`config.mk`:
```
export PLATFORM = sky130hd
export DESIGN_NAME = ugns_ram
export DESIGN_NICKNAME = d
export VERILOG_FILES = /design/src/design/assert_macros.svh /design/src/design/ugns_ram.sv
export SDC_FILE = /design/constraint.sdc
export NUM_CORES = 2
export LEC_CHECK = 0
export BUFFER_PORTS_ARGS = -buffer_cell sky130_fd_sc_hd__buf_2
export CAP_MARGIN = 20
export CORE_MARGIN = 10
export CORE_UTILIZATION = 63
export DETAILED_ROUTE_END_ITERATION = 6
export PLACE_DENSITY = 0.83
export REMOVE_ABC_BUFFERS = 1
export SYNTH_ARGS = -nofsm -noshare
export SYNTH_HDL_FRONTEND = slang
export SYNTH_SLANG_ARGS = --single-unit
```
`constraint.sdc`:
```
create_clock -name clk -period 2.6 [get_ports clk]
set_input_delay 0.26 -clock clk [delete_from_list [all_inputs] [get_ports clk]]
set_output_delay 0.26 -clock clk [all_outputs]
set_load 0.05 [all_outputs]
```
`src/design/assert_macros.svh`:
```
// Assertion macros used by the top-level design file.
`ifndef ASSERT_MACROS_SVH
`define ASSERT_MACROS_SVH
`ifndef ASSERT_OFF
`define UG_ASSERT(label, prop) \
	label: assert property (@(posedge clk) disable iff (!arst_n) (prop)) \
	else $error("assertion failed");
`define UG_ASSERT_IMP(label, ante, cons) \
	label: assert property (@(posedge clk) disable iff (!arst_n) (ante) |-> (cons)) \
	else $error("implication failed");
`else
`define UG_ASSERT(label, prop)
`define UG_ASSERT_IMP(label, ante, cons)
`endif
`endif

```
`src/design/ugns_ram.sv`:
```
// Generic simple dual-port RAM with registered read.
`default_nettype none
module ugns_ram #(
	parameter int WIDTH = 8,
	parameter int DEPTH = 256
) (
	input  wire logic                                   clk,
	input  wire logic                                   we,
	input  wire logic [(DEPTH > 1 ? $clog2(DEPTH) : 1)-1:0] waddr,
	input  wire logic [WIDTH-1:0]                       wdata,
	input  wire logic [(DEPTH > 1 ? $clog2(DEPTH) : 1)-1:0] raddr,
	output logic [WIDTH-1:0]                            rdata
);
	logic [WIDTH-1:0] mem [DEPTH];

	always_ff @(posedge clk) begin
		if (we) begin
			mem[waddr] <= wdata;
		end
		rdata <= mem[raddr];
	end
endmodule
`default_nettype wire

```
==> impl_metrics.json <==
{
  "synth_common_cells": "2048 x edfxtp_1, 454 x mux4_2, 282 x nor2_1",
  "gr-usage-all-layers_pct": 30.55,
  "arrival_ns": 3.32,
  "grt_pass1_wl_um": 312800,
  "row_count": 130,
  "ys.flop_type": "edfxtp_1",
  "dp_hpwl_um": 124700,
  "worstHoldStart": "wdata[6]",
  "fin_crit_ns": 2.657,
  "postPlaceCellArea_um2": 85480,
  "die_x_um": 375.4,
  "status": "finished with violations",
  "power.density_nw_per_um2": 737.7,
  "antenna_found_initial": 12,
  "power_leakage_nw": 29.46,
  "hold_viol": 0,
  "overflow": 0,
  "worstSetupStartpointType": "register",
  "grt_pass1_vias": 44399,
  "slew_headroom_pct": 39.78,
  "vias_per_cell": 7.179,
  "holdCritPathClass": "in -> reg",
  "routed_wl_um": 214900,
  "synth_top_area_share_pct": 77.30,
  "drcViolationCount": 0,
  "worstSkewPairLatency_ns": 0.82,
  "antenna_left": 0,
  "drtPass1Iterations": 6,
  "violations": "setup timing",
  "portBuffers": 33,
  "finClkSkew_ns": 0.03739,
  "synthDistinctLibCells": 55,
  "vias": 43816,
  "grt_max_degree": 98,
  "core_area_um2": 125600,
  "synth_most_common_cell": "edfxtp_1",
  "wl_per_cell_um": 35.21,
  "cp_max_fo": 2,
  "synth-warning-count": 0,
  "clk_path_buf_depth": 3,
  "synth_area_per_cell_um2": 21.31,
  "ys_seq_elements": 2056,
  "reg2reg_from": "mem[210][3]",
  "reg2reg_depth": 6,
  "synth.area.top_cells": "edfxtp_1 77%, mux4_2 13%, mux2i_1 1.7%, nor2_1 1.3%, a22oi_1 1.3%",
  "cts_sinks": 2056,
  "setup_ws_ns": -0.05697,
  "post-route-period-util_pct": 102.2,
  "final_area_um2": 91430,
  "cts_tree": "yes",
  "post-place-ws_ns": -0.6210,
  "async_flop_share_pct": 0,
  "dieArea_um2": 140900,
  "fin_setup_tns_ns": -0.05697,
  "pin_count": 34,
  "hold_depth": 1,
  "max_cap_violations": 0,
  "setup_viol": 1,
  "cp.required_ns": 3.26,
  "area_delta_synth_final_pct": 14.93,
  "cts_max_level": 4,
  "synth_edf_count": 2048,
  "layout-drive-gt1-share_pct": 30.00,
  "netlist_area_um2": 79560,
  "die_h_um": 375.4,
  "initial_core_util_pct": 63.36,
  "worstMarginPinSlew_ns": 0.9011,
  "place.gp.congestion": 0.8794,
  "clkTransAtPathRegs_ns": 0.06,
  "yosysSeqAreaShare_pct": 77.50,
  "rrSetupSlack_ns": -0.06,
  "numCtsBuffers": 190,
  "r2r_end": "rdata[3]",
  "max_freq_mhz": 376.4,
  "worstHoldEndpoint": "mem[58][6]",
  "synth_cells": 3733,
  "cts_root_buf": "clkbuf_16",
  "synth_top_area_cell": "edfxtp_1",
  "ir_drop_uv": 765.2,
  "n_fill_cell": 6437,
  "fin_nets": 4312,
  "final_max_slew_viol_count": 0,
  "cp-end-kind": "register",
  "drt_iter0_drc": 7627,
  "setup.worst_path.class": "reg -> reg"
}
[critical path: stages (launching register included)]
cell and delay (ns):
edfxtp_1 0.43, mux4_2 0.52, a22o_1 0.30, a221oi_1 0.26
o32ai_1 0.15, nor3_1 0.68, nor4_1 0.16
[logic make-up (layout without fill, tap and decap cells)]
| kind of cell | after synthesis | count (layout) | share of synthesized area [%] |
|---|---|---|---|
| other | 0 | 20 | 0 |
| and+or+nand+nor | 466 | 466 | 2.628 |
| muxes | 591 | 591 | 14.62 |
| AOI/OAI and AO/OA | 385 | 385 | 3.419 |
| DFF | 2056 | 2056 | 77.50 |
| buffers and inverters | 235 | 935 | 1.831 |
[cell usage in the layout, fill, tap and decap left out, drive strengths merged, types with 22 or more instances in the layout]
master,instances
edfxtp,2048
buf,585
mux4,456
nor2,282
clkbuf,238
mux2i,134
a22oi,133
a21oi,96
clkinv,83
o221ai,47
nand3,34
nand2,33
nor2b,31
o22ai,28
nor4,27
nor3,22
[stage by stage]
step	util (%)	total power, mW	hold slack (ns)	cells
3_3_place_gp	68.06	40.82	0.7952	5740
4_1_cts	72.77	67.43	0.008697	6083
5_1_grt	72.78	68.81	0.04095	6085
3_5_place_dp	68.07	40.95	0.7872	5743
6_report	72.81	67.45	0.02569	6103
2_1_floorplan	-	38.63	0.3589	3500
[routing by layer]
layer,vias up,wire (um),GRT usage (%)
met4,10,12520,15.62
met2,4077,104200,49.09
met3,814,29190,7.526
met1,22124,68880,39.08
met5,-,87,0
li1,16791,-,-
[how the worst max path moves through the flow]
stage | startpoint | end | slack (ns) | depth (start not counted)
finish | mem[210][3] | rdata[3] | -0.06 | 6
global route | mem[210][3] | rdata[3] | -0.11 | 6
CTS | mem[219][7] | rdata[7] | 0.03 | 5
detailed placement | raddr[0] | rdata[3] | -0.62 | 9
global placement | raddr[0] | rdata[7] | -1.02 | 9
floorplan | raddr[2] | rdata[6] | -0.07 | 6
[state kept, by name, indices dropped and copies added, names as in the netlist]
name   flops
rdata      8
mem     2048
[power breakdown]
| part | switching (mW) | internal (mW) |
|---|---|---|
| sequential | 0.0772 | 36.5 |
| combinational | 2.41 | 1.41 |
| clock | 12.1 | 14.9 |
[timing repair]
item | 4_1_cts | 5_1_grt
resized for setup | 1 | 1
endpoints found under the hold margin | 44 | 0
pin swaps | 0 | 0
setup endpoints to repair | 1 | 1
buffers inserted | 0 | 0
hold buffers | 1 | 0
[area by class of cell]
type	instances	area, um2	share of cell area, %
flip-flops and latches	2056	61660	67.44
clock inverters	109	889.6	0.9730
multi-input cells	1442	16500	18.04
inverters	2	7.507	0.008211
clock buffers	230	4989	5.456
repair buffers	594	5278	5.772
diodes	20	50.05	0.05474
well taps	1650	2064	2.258
Power figures use the tool's default switching activity.
