**config.mk**
```make
export PLATFORM = sky130hd
export DESIGN_NAME = ugns_div
export DESIGN_NICKNAME = d
export VERILOG_FILES = /design/src/design/assert_macros.svh /design/src/design/ugns_pkg.sv /design/src/design/ugns_div.sv
export SDC_FILE = /design/constraint.sdc
export NUM_CORES = 1
export LEC_CHECK = 0
export BUFFER_PORTS_ARGS = -buffer_cell sky130_fd_sc_hd__buf_4
export CORE_MARGIN = 3
export CORE_UTILIZATION = 63
export CTS_CLUSTER_DIAMETER = 30
export CTS_CLUSTER_SIZE = 16
export DETAILED_ROUTE_END_ITERATION = 10
export GPL_TIMING_DRIVEN = 1
export PLACE_DENSITY_LB_ADDON = 0.08
export SYNTH_ARGS = -nofsm -noshare
export SYNTH_HDL_FRONTEND = slang
export SYNTH_SLANG_ARGS = --single-unit
```
**constraint.sdc**
```tcl
create_clock -name clk -period 5.65 [get_ports clk]
set_input_delay 0.2825 -clock clk [delete_from_list [all_inputs] [get_ports clk]]
set_output_delay 0.2825 -clock clk [all_outputs]
set_load 0.05 [all_outputs]
```
**src/design/assert_macros.svh**
```systemverilog
// Assertion macros used by the top-level design file.
`ifndef ASSERT_MACROS_SVH
`define ASSERT_MACROS_SVH
`ifndef ASSERT_OFF
`define UG_ASSERT(label, prop) \
	label: assert property (@(posedge clk) disable iff (!arst_n) (prop)) \
	else $error("assertion failed");
`define UG_ASSERT_IMP(label, ante, cons) \
	label: assert property (@(posedge clk) disable iff (!arst_n) (ante) |-> (cons)) \
	else $error("implication failed");
`else
`define UG_ASSERT(label, prop)
`define UG_ASSERT_IMP(label, ante, cons)
`endif
`endif

```
**src/design/ugns_pkg.sv**
```systemverilog
// Types and constants of the grid neighbor search.
`default_nettype none
package ugns_pkg;
	localparam logic [1:0] OP_LOAD  = 2'd0;
	localparam logic [1:0] OP_BUILD = 2'd1;
	localparam logic [1:0] OP_QUERY = 2'd2;
	localparam logic [1:0] OP_CLEAR = 2'd3;

	localparam logic [1:0] ST_OK    = 2'd0;
	localparam logic [1:0] ST_FULL  = 2'd1;
	localparam logic [1:0] ST_LIMIT = 2'd2;

	localparam logic [1:0] REG_CELL_SIZE   = 2'd0;
	localparam logic [1:0] REG_GRID_WIDTH  = 2'd1;
	localparam logic [1:0] REG_GRID_HEIGHT = 2'd2;
	localparam logic [1:0] REG_GRID_DEPTH  = 2'd3;

	localparam int POS_W = 16;
	localparam int SIZE_W = 15;
	localparam int DIM_W = 7;

	typedef enum logic [4:0] {
		S_IDLE,
		S_CLR,
		S_P_RD,
		S_P_DIVGO,
		S_P_DIV,
		S_P_CELL,
		S_P_TRD,
		S_P_TWR,
		S_PRE_RD,
		S_PRE_WR,
		S_Q_DIV,
		S_Q_CELL,
		S_Q_TRD,
		S_Q_TWAIT,
		S_Q_MEM,
		S_Q_PIDX,
		S_Q_POS,
		S_Q_CMP,
		S_Q_NEXT,
		S_Q_FIN
	} state_t;
endpackage
`default_nettype wire

```
**src/design/ugns_div.sv**
```systemverilog
// Restoring divider, one quotient bit per cycle, truncating toward zero.
`default_nettype none
module ugns_div (
	input  wire logic                               clk,
	input  wire logic                               arst_n,
	input  wire logic                               go,
	input  wire logic signed [ugns_pkg::POS_W-1:0]  dividend,
	input  wire logic [ugns_pkg::SIZE_W-1:0]        divisor,
	output logic signed [ugns_pkg::POS_W-1:0]       quotient,
	output logic                                    done
);
	import ugns_pkg::*;

	logic                busy_q;
	logic [3:0]          cnt_q;
	logic                neg_q;
	logic [SIZE_W-1:0]   dv_q;
	logic [SIZE_W-1:0]   rem_q;
	logic [POS_W-1:0]    mag_q;
	logic [POS_W-1:0]    trial;
	logic                ge;
	logic [POS_W-1:0]    diff;
	logic [POS_W-1:0]    mag_n;

	always_comb begin
		trial = {rem_q, mag_q[POS_W-1]};
		ge = trial >= {1'b0, dv_q};
		diff = trial - {1'b0, dv_q};
		mag_n = {mag_q[POS_W-2:0], ge};
	end

	always_ff @(posedge clk or negedge arst_n) begin
		if (!arst_n) begin
			busy_q <= 1'b0;
			done <= 1'b0;
			cnt_q <= '0;
		end else begin
			done <= 1'b0;
			if (go) begin
				busy_q <= 1'b1;
				cnt_q <= '0;
			end else if (busy_q) begin
				cnt_q <= cnt_q + 4'd1;
				if (cnt_q == 4'd15) begin
					busy_q <= 1'b0;
					done <= 1'b1;
				end
			end
		end
	end

	always_ff @(posedge clk) begin
		if (go) begin
			neg_q <= dividend[POS_W-1];
			mag_q <= dividend[POS_W-1] ? (~dividend + 1'b1) : dividend;
			rem_q <= '0;
			dv_q <= (divisor == '0) ? SIZE_W'(1) : divisor;
		end else if (busy_q) begin
			mag_q <= mag_n;
			rem_q <= ge ? diff[SIZE_W-1:0] : trial[SIZE_W-1:0];
			if (cnt_q == 4'd15) begin
				quotient <= neg_q ? (~mag_n + 1'b1) : mag_n;
			end
		end
	end
endmodule
`default_nettype wire

```
==> impl_metrics.env, run 1 <==
export IMPL_status="finished, final reports clean"
export IMPL_cts_resized=0
export IMPL_synth_largest_area_cell="edfxtp_1"
export IMPL_worst_pin_slew_ps=1070
export IMPL_avgSynthCellArea_um2=9.71
export IMPL_cts_setup_buffers=0
export IMPL_root_buffer="clkbuf_8"
export IMPL_period_needed_ps=3260
export IMPL_cts_htree_levels=3
export IMPL_rsz0062_at_grt="no"
export IMPL_synthAdderAreaFrac=0.0573
export IMPL_drt_iter0_markers=213
export IMPL_hpwl_um=6940
export IMPL_synth_enable_flop_cells=48
export IMPL_post_drt_wl_per_cell_um=17.1
export IMPL_start_util=0.663
export IMPL_wl_um=9440
export IMPL_num_io_pins=51
export IMPL_clock_fmax_mhz=307
export IMPL_drt_pre_antenna_iters=5
export IMPL_critPathLaunchType="register"
export IMPL_grt_pass1_vias=3226
export IMPL_critPathLaunch="dv_q[0]"
export IMPL_max_stage_delay_ps=860
export IMPL_slew_violations=0
export IMPL_grt_pass1_wl_um=15300
export IMPL_vdd_drop_max_mv=0.212
export IMPL_via_per_inst=6.25
export IMPL_finalSetupViolations=0
export IMPL_place_area_um2=4590
export IMPL_cp_arrival_ps=3360
export IMPL_clkTransAtPathRegs_ps=80
export IMPL_r2r_setup_slack_ps=2390
export IMPL_synthTopCellsByArea="edfxtp_1 (34%), dfxtp_1 (7.0%), ha_1 (5.3%)"
export IMPL_synth_xor_area_share=0.0737
export IMPL_die_width_um=88.4
export IMPL_die_y_um=88.4
export IMPL_cp_depth=8
export IMPL_synth_top_family_by_area="compound AO/OA/AOI/OAI gates"
export IMPL_ys_ff_latch=69
export IMPL_drc=0
export IMPL_synth_compound_area_frac=0.194
export IMPL_powerDensity_nw_per_um2=248
export IMPL_synth_flop_cell="edfxtp_1"
export IMPL_antenna_found_initial=0
export IMPL_grt_max_degree=62
export IMPL_grt_usage=0.256
export IMPL_p_leak_nw=1.89
export IMPL_critPathSlowestCell="a21oi_2"
export IMPL_place_congestion=0.961
export IMPL_synthMuxAreaShare=0.00702
export IMPL_synth_simple_gate_area_frac=0.166
export IMPL_fin_area_um2=4800
export IMPL_final_nets=523
export IMPL_clock_skew_final_ps=14.4
export IMPL_timing_rr_end="quotient[11]"
export IMPL_ys_seq_area_frac=0.442
export IMPL_ant_nets=0
export IMPL_num_antenna_cells=0
export IMPL_critPathTopFamily="compound AO/OA/AOI/OAI gates"
export IMPL_ys_top_cells_by_count="edfxtp_1 (48), nor2_1 (43), nand2_1 (35)"
export IMPL_yosys_warnings=0
export IMPL_netlist_area_leader_share=0.337
export IMPL_clock_path_buffers=2
export IMPL_syn2layout_area_growth_pct=12.2
export IMPL_cp_end_kind="register"
export IMPL_hp_class="input port to register"
export IMPL_crit_type="register to register"
export IMPL_cts_tree="done"
export IMPL_yosysUniqueCellTypes=72
export IMPL_netlist_instances=441
export IMPL_grt_ovfl_total=0
export IMPL_coreArea_um2=6460
export IMPL_fin_crit_sh=0.576
export IMPL_multiInputGateArea_um2=2130
export IMPL_syn_num_nets=494
export IMPL_hold_viol=0
export IMPL_fp_row_count=29
export IMPL_n_fill_cell=475
export IMPL_crit_chain="ha_1 -> fa_1 -> nand2b_1 -> a21oi_1 -> o21ai_2 -> a21oi_2 -> o21ai_0 -> xnor2_1"
export IMPL_timing_rr_start="dv_q[0]"
export IMPL_cp_endpoint="quotient[11]"
export IMPL_async_flop_share=0.0870
export IMPL_drv_cap=0
export IMPL_syn_area_um2=4280
export IMPL_drive_above_1_share=0.189
export IMPL_regArea_um2=1890
export IMPL_cp_num_buf_inv=0
export IMPL_io_buffers=50
export IMPL_post_synth_top_count_cell="edfxtp_1"
export IMPL_tns_ps=0
export IMPL_die_area_um2=7820
export IMPL_critical_path_max_fanout=22
export IMPL_slew_headroom=0.285
export IMPL_required_ps=5750
export IMPL_reg2reg_depth=8
export IMPL_clock_sinks=69
export IMPL_clk_latency_ps=360
export IMPL_cts_made_buffers=9
export IMPL_dr_total_vias=3452
## cells by family after synthesis
logic type               after synthesis
flip-flops                            69
AND/OR/NAND/NOR                      143
adder cells (fa/ha/maj)               19
multiplexers                           3
buffers and inverters                 58
AO/OA/AOI/OAI                        113
XOR/XNOR                              36
## routing by layer
metal / track usage / vias to the layer above / share of wire / wire length [µm]
met5: 0 / - / 0 / 0
met4: 0.102 / 0 / 0.028 / 261
met3: 0.0456 / 29 / 0.067 / 632
met2: 0.387 / 130 / 0.46 / 4350
met1: 0.367 / 1626 / 0.44 / 4200
li1: - / 1667 / - / -
## worst min-delay path by stage
| stage | startpoint | end | slack (ps) | cells past startpoint |
|---|---|---|---|---|
| floorplan | arst_n | busy_q | -10 | 0 |
| global placement | arst_n | done | 90 | 1 |
| detailed placement | arst_n | done | 100 | 1 |
| CTS | divisor[10] | dv_q[10] | 110 | 1 |
| global route | divisor[12] | dv_q[12] | 110 | 1 |
| finish | divisor[8] | dv_q[8] | 110 | 1 |
## timing repair
item                                    4_1_cts  5_1_grt
endpoints found under the setup margin        0        0
hold buffers                                  1        0
hold endpoints to repair                      6        0
## power breakdown
group / switching (mW) / internal [mW]
sequential: 0.0287 / 0.577
clock: 0.203 / 0.205
combinational: 0.0965 / 0.0813
total: 0.328 / 0.863
## metrics by stage
step	util	power [mW]	hold WS, ps	cells	setup slack, ps
after floorplan	-	0.733	-13.1	441	2770
after global placement	0.711	0.782	93.7	535	2610
after detailed placement	0.711	0.790	96.7	535	2430
after CTS	0.744	1.19	113	552	2400
after global routing	0.744	1.24	110	552	2150
final	0.744	1.19	111	552	2390
## worst register-to-register path: cells and delay by family (launching register included)
kind	cells	cell delay [ps]
adders and majority gates	2	660
and+or+nand+nor	1	190
DFF	1	370
AOI/OAI and AO/OA	4	1630
xor gates and xnor gates	1	180
## final cells by class
type | instances | share of cell area
multi-input cells | 314 | 0.444
flip-flops and latches | 69 | 0.394
repair buffers | 52 | 0.0818
clock buffers | 9 | 0.0258
well taps | 77 | 0.0201
inverters | 24 | 0.0188
clock inverters | 7 | 0.0154
## sequential cells by signal, indices dropped and copies added (netlist names)
signal / cells
busy_q: 1
dv_q: 15
neg_q: 1
done: 1
mag_q: 16
cnt_q: 4
rem_q: 15
quotient: 16
## cells in the final DEF, fill, tap and decap left out, types with 3 or more instances in the layout
master / n
a211oi_1: 3
a21o_1: 5
a21oi_1: 29
buf_4: 51
clkbuf_8: 9
clkinv_4: 3
dfrtp_1: 6
dfxtp_1: 15
edfxtp_1: 48
ha_1: 18
inv_1: 23
mux2i_1: 3
nand2_1: 35
nand2b_1: 5
nand3_1: 9
nand4_1: 5
nor2_1: 43
nor2b_1: 3
nor3_1: 10
nor4_1: 9
o2111ai_1: 3
o211ai_1: 10
o21a_1: 3
o21ai_0: 15
o21ai_1: 7
o31ai_1: 5
o31ai_2: 3
o41ai_1: 3
or3_1: 3
xnor2_1: 21
xor2_1: 15
(Power assumes the default switching activity.)
==> inputs of run 2 (changes only) <==
--- a/config.mk
+++ b/config.mk
@@ -7,7 +7,7 @@
 export LEC_CHECK = 0
 export BUFFER_PORTS_ARGS = -buffer_cell sky130_fd_sc_hd__buf_4
 export CORE_MARGIN = 3
-export CORE_UTILIZATION = 63
+export CORE_UTILIZATION = 59
 export CTS_CLUSTER_DIAMETER = 30
 export CTS_CLUSTER_SIZE = 16
 export DETAILED_ROUTE_END_ITERATION = 10
==> constraint.sdc (replaced) <==
create_clock -name clk -period 3.3 [get_ports clk]
set_input_delay 0.165 -clock clk [delete_from_list [all_inputs] [get_ports clk]]
set_output_delay 0.165 -clock clk [all_outputs]
set_load 0.05 [all_outputs]
==> impl_metrics.env, run 2 (synthesis results as in run 1) <==
export IMPL_reg2reg_depth=14
export IMPL_finalSetupViolations=0
export IMPL_whs_endpoint="dv_q[0]"
export IMPL_syn2layout_area_growth_pct=16.5
export IMPL_critical_path_max_fanout=13
export IMPL_grt_ovfl_total=0
export IMPL_io_buffers=50
export IMPL_dr_total_vias=3516
export IMPL_critPathLaunchType="register"
export IMPL_setup_slack_ps=285
export IMPL_whs_path_depth=2
export IMPL_clock_skew_final_ps=6.81
export IMPL_clock_sinks=69
export IMPL_status="finished, final reports clean"
export IMPL_rsz0062_at_grt="no"
export IMPL_whs_ps=86.3
export IMPL_ant_nets=0
export IMPL_tns_ps=0
export IMPL_layout_commonest_cell="buf_4"
export IMPL_grt_pass1_vias=3273
export IMPL_required_ps=3410
export IMPL_hold_buffers=15
export IMPL_die_width_um=91.2
export IMPL_die_y_um=91.2
export IMPL_clock_path_buffers=2
export IMPL_grt_usage=0.237
export IMPL_cts_tree="done"
export IMPL_clk_latency_ps=350
export IMPL_drt_pre_antenna_iters=5
export IMPL_powerDensity_nw_per_um2=406
export IMPL_pre_cts_slack_ps=299
export IMPL_slew_headroom=0.383
export IMPL_via_per_inst=5.96
export IMPL_drv_cap=0
export IMPL_fin_area_um2=4990
export IMPL_cp_arrival_ps=3130
export IMPL_antenna_found_initial=0
export IMPL_place_congestion=0.958
export IMPL_p_leak_nw=1.97
export IMPL_grt_max_degree=62
export IMPL_num_io_pins=51
export IMPL_cts_made_buffers=9
export IMPL_hold_viol=0
export IMPL_top_regs="mag_q x16, quotient x16"
export IMPL_hpwl_um=6960
export IMPL_fin_crit_sh=0.914
export IMPL_hp_class="input port to register"
export IMPL_root_buffer="clkbuf_8"
export IMPL_vdd_drop_max_mv=0.266
export IMPL_fp_row_count=30
export IMPL_drc=0
export IMPL_post_drt_wl_per_cell_um=16.4
export IMPL_timing_rr_start="dv_q[0]"
export IMPL_cts_htree_levels=3
export IMPL_clkTransAtPathRegs_ps=70
export IMPL_drive_above_1_share=0.186
export IMPL_clock_fmax_mhz=332
export IMPL_num_antenna_cells=0
export IMPL_start_util=0.620
export IMPL_drt_iter0_markers=219
export IMPL_final_cell_mix="buf_4 (56), edfxtp_1 (48), nor2_1 (43)"
export IMPL_final_nets=542
export IMPL_wl_um=9700
export IMPL_cp_end_kind="register"
export IMPL_hp_start="divisor[0]"
export IMPL_cts_setup_buffers=0
export IMPL_coreArea_um2=6910
export IMPL_crit_type="register to register"
export IMPL_place_area_um2=4660
export IMPL_grt_pass1_wl_um=15500
export IMPL_worst_pin_slew_ps=923
export IMPL_slew_violations=0
export IMPL_r2r_setup_slack_ps=280
export IMPL_die_area_um2=8310
export IMPL_cts_resized=0
export IMPL_period_needed_ps=3020
export IMPL_timing_rr_end="quotient[14]"
==> run 2: critical path, stage by stage (launching register included) <==
cell and delay, ps:
edfxtp_1 380, ha_1 240, fa_1 400, nand2b_1 180, a21oi_1 210, o21ai_2 110
a21o_2 250, nand2_4 160, inv_2 70, ha_1 180, nand2_1 70, or2_2 120
nand2b_1 150, o21ai_1 100, xnor2_1 150
==> run 2: worst max-delay path by stage <==
| stage | from | to | slack (ps) | cells past startpoint |
|---|---|---|---|---|
| floorplan | dv_q[0] | quotient[10] | 420 | 15 |
| global placement | dv_q[9] | quotient[12] | 400 | 14 |
| detailed placement | dv_q[0] | quotient[14] | 300 | 14 |
| CTS | dv_q[0] | quotient[14] | 290 | 14 |
| global route | dv_q[9] | quotient[12] | 40 | 14 |
| finish | dv_q[0] | quotient[14] | 280 | 14 |
==> run 2: metal layers <==
metal	vias to the layer above	GRT usage	routed length, µm
li1	1712	-	-
met1	1656	0.322	4300
met2	127	0.368	4440
met3	21	0.0497	704
met4	0	0.101	246
met5	-	0	0
==> run 2: final cells by class <==
class / instances / area, µm²
timing repair buffer: 71 / 571
sequential: 69 / 1890
clock inverter: 5 / 51.3
clock buffer: 11 / 131
fill: 565 / 1920
multi-input combinational: 314 / 2130
inverter: 24 / 90.1
tap: 96 / 120
==> run 2: where the power goes <==
group	switching [mW]	leakage, nW	total, mW	internal [mW]
Sequential	0.0457	0.665	1.03	0.988
Combinational	0.171	1.21	0.323	0.152
Clock	0.324	0.0924	0.669	0.345
==> run 2: through the flow <==
| stage | cells | util | total power [mW] |
|---|---|---|---|
| 2_1_floorplan | 441 | - | 1.26 |
| 3_3_place_gp | 559 | 0.674 | 1.35 |
| 3_5_place_dp | 559 | 0.674 | 1.36 |
| 4_1_cts | 590 | 0.722 | 2.03 |
| 5_1_grt | 590 | 0.722 | 2.11 |
| 6_report | 590 | 0.722 | 2.02 |
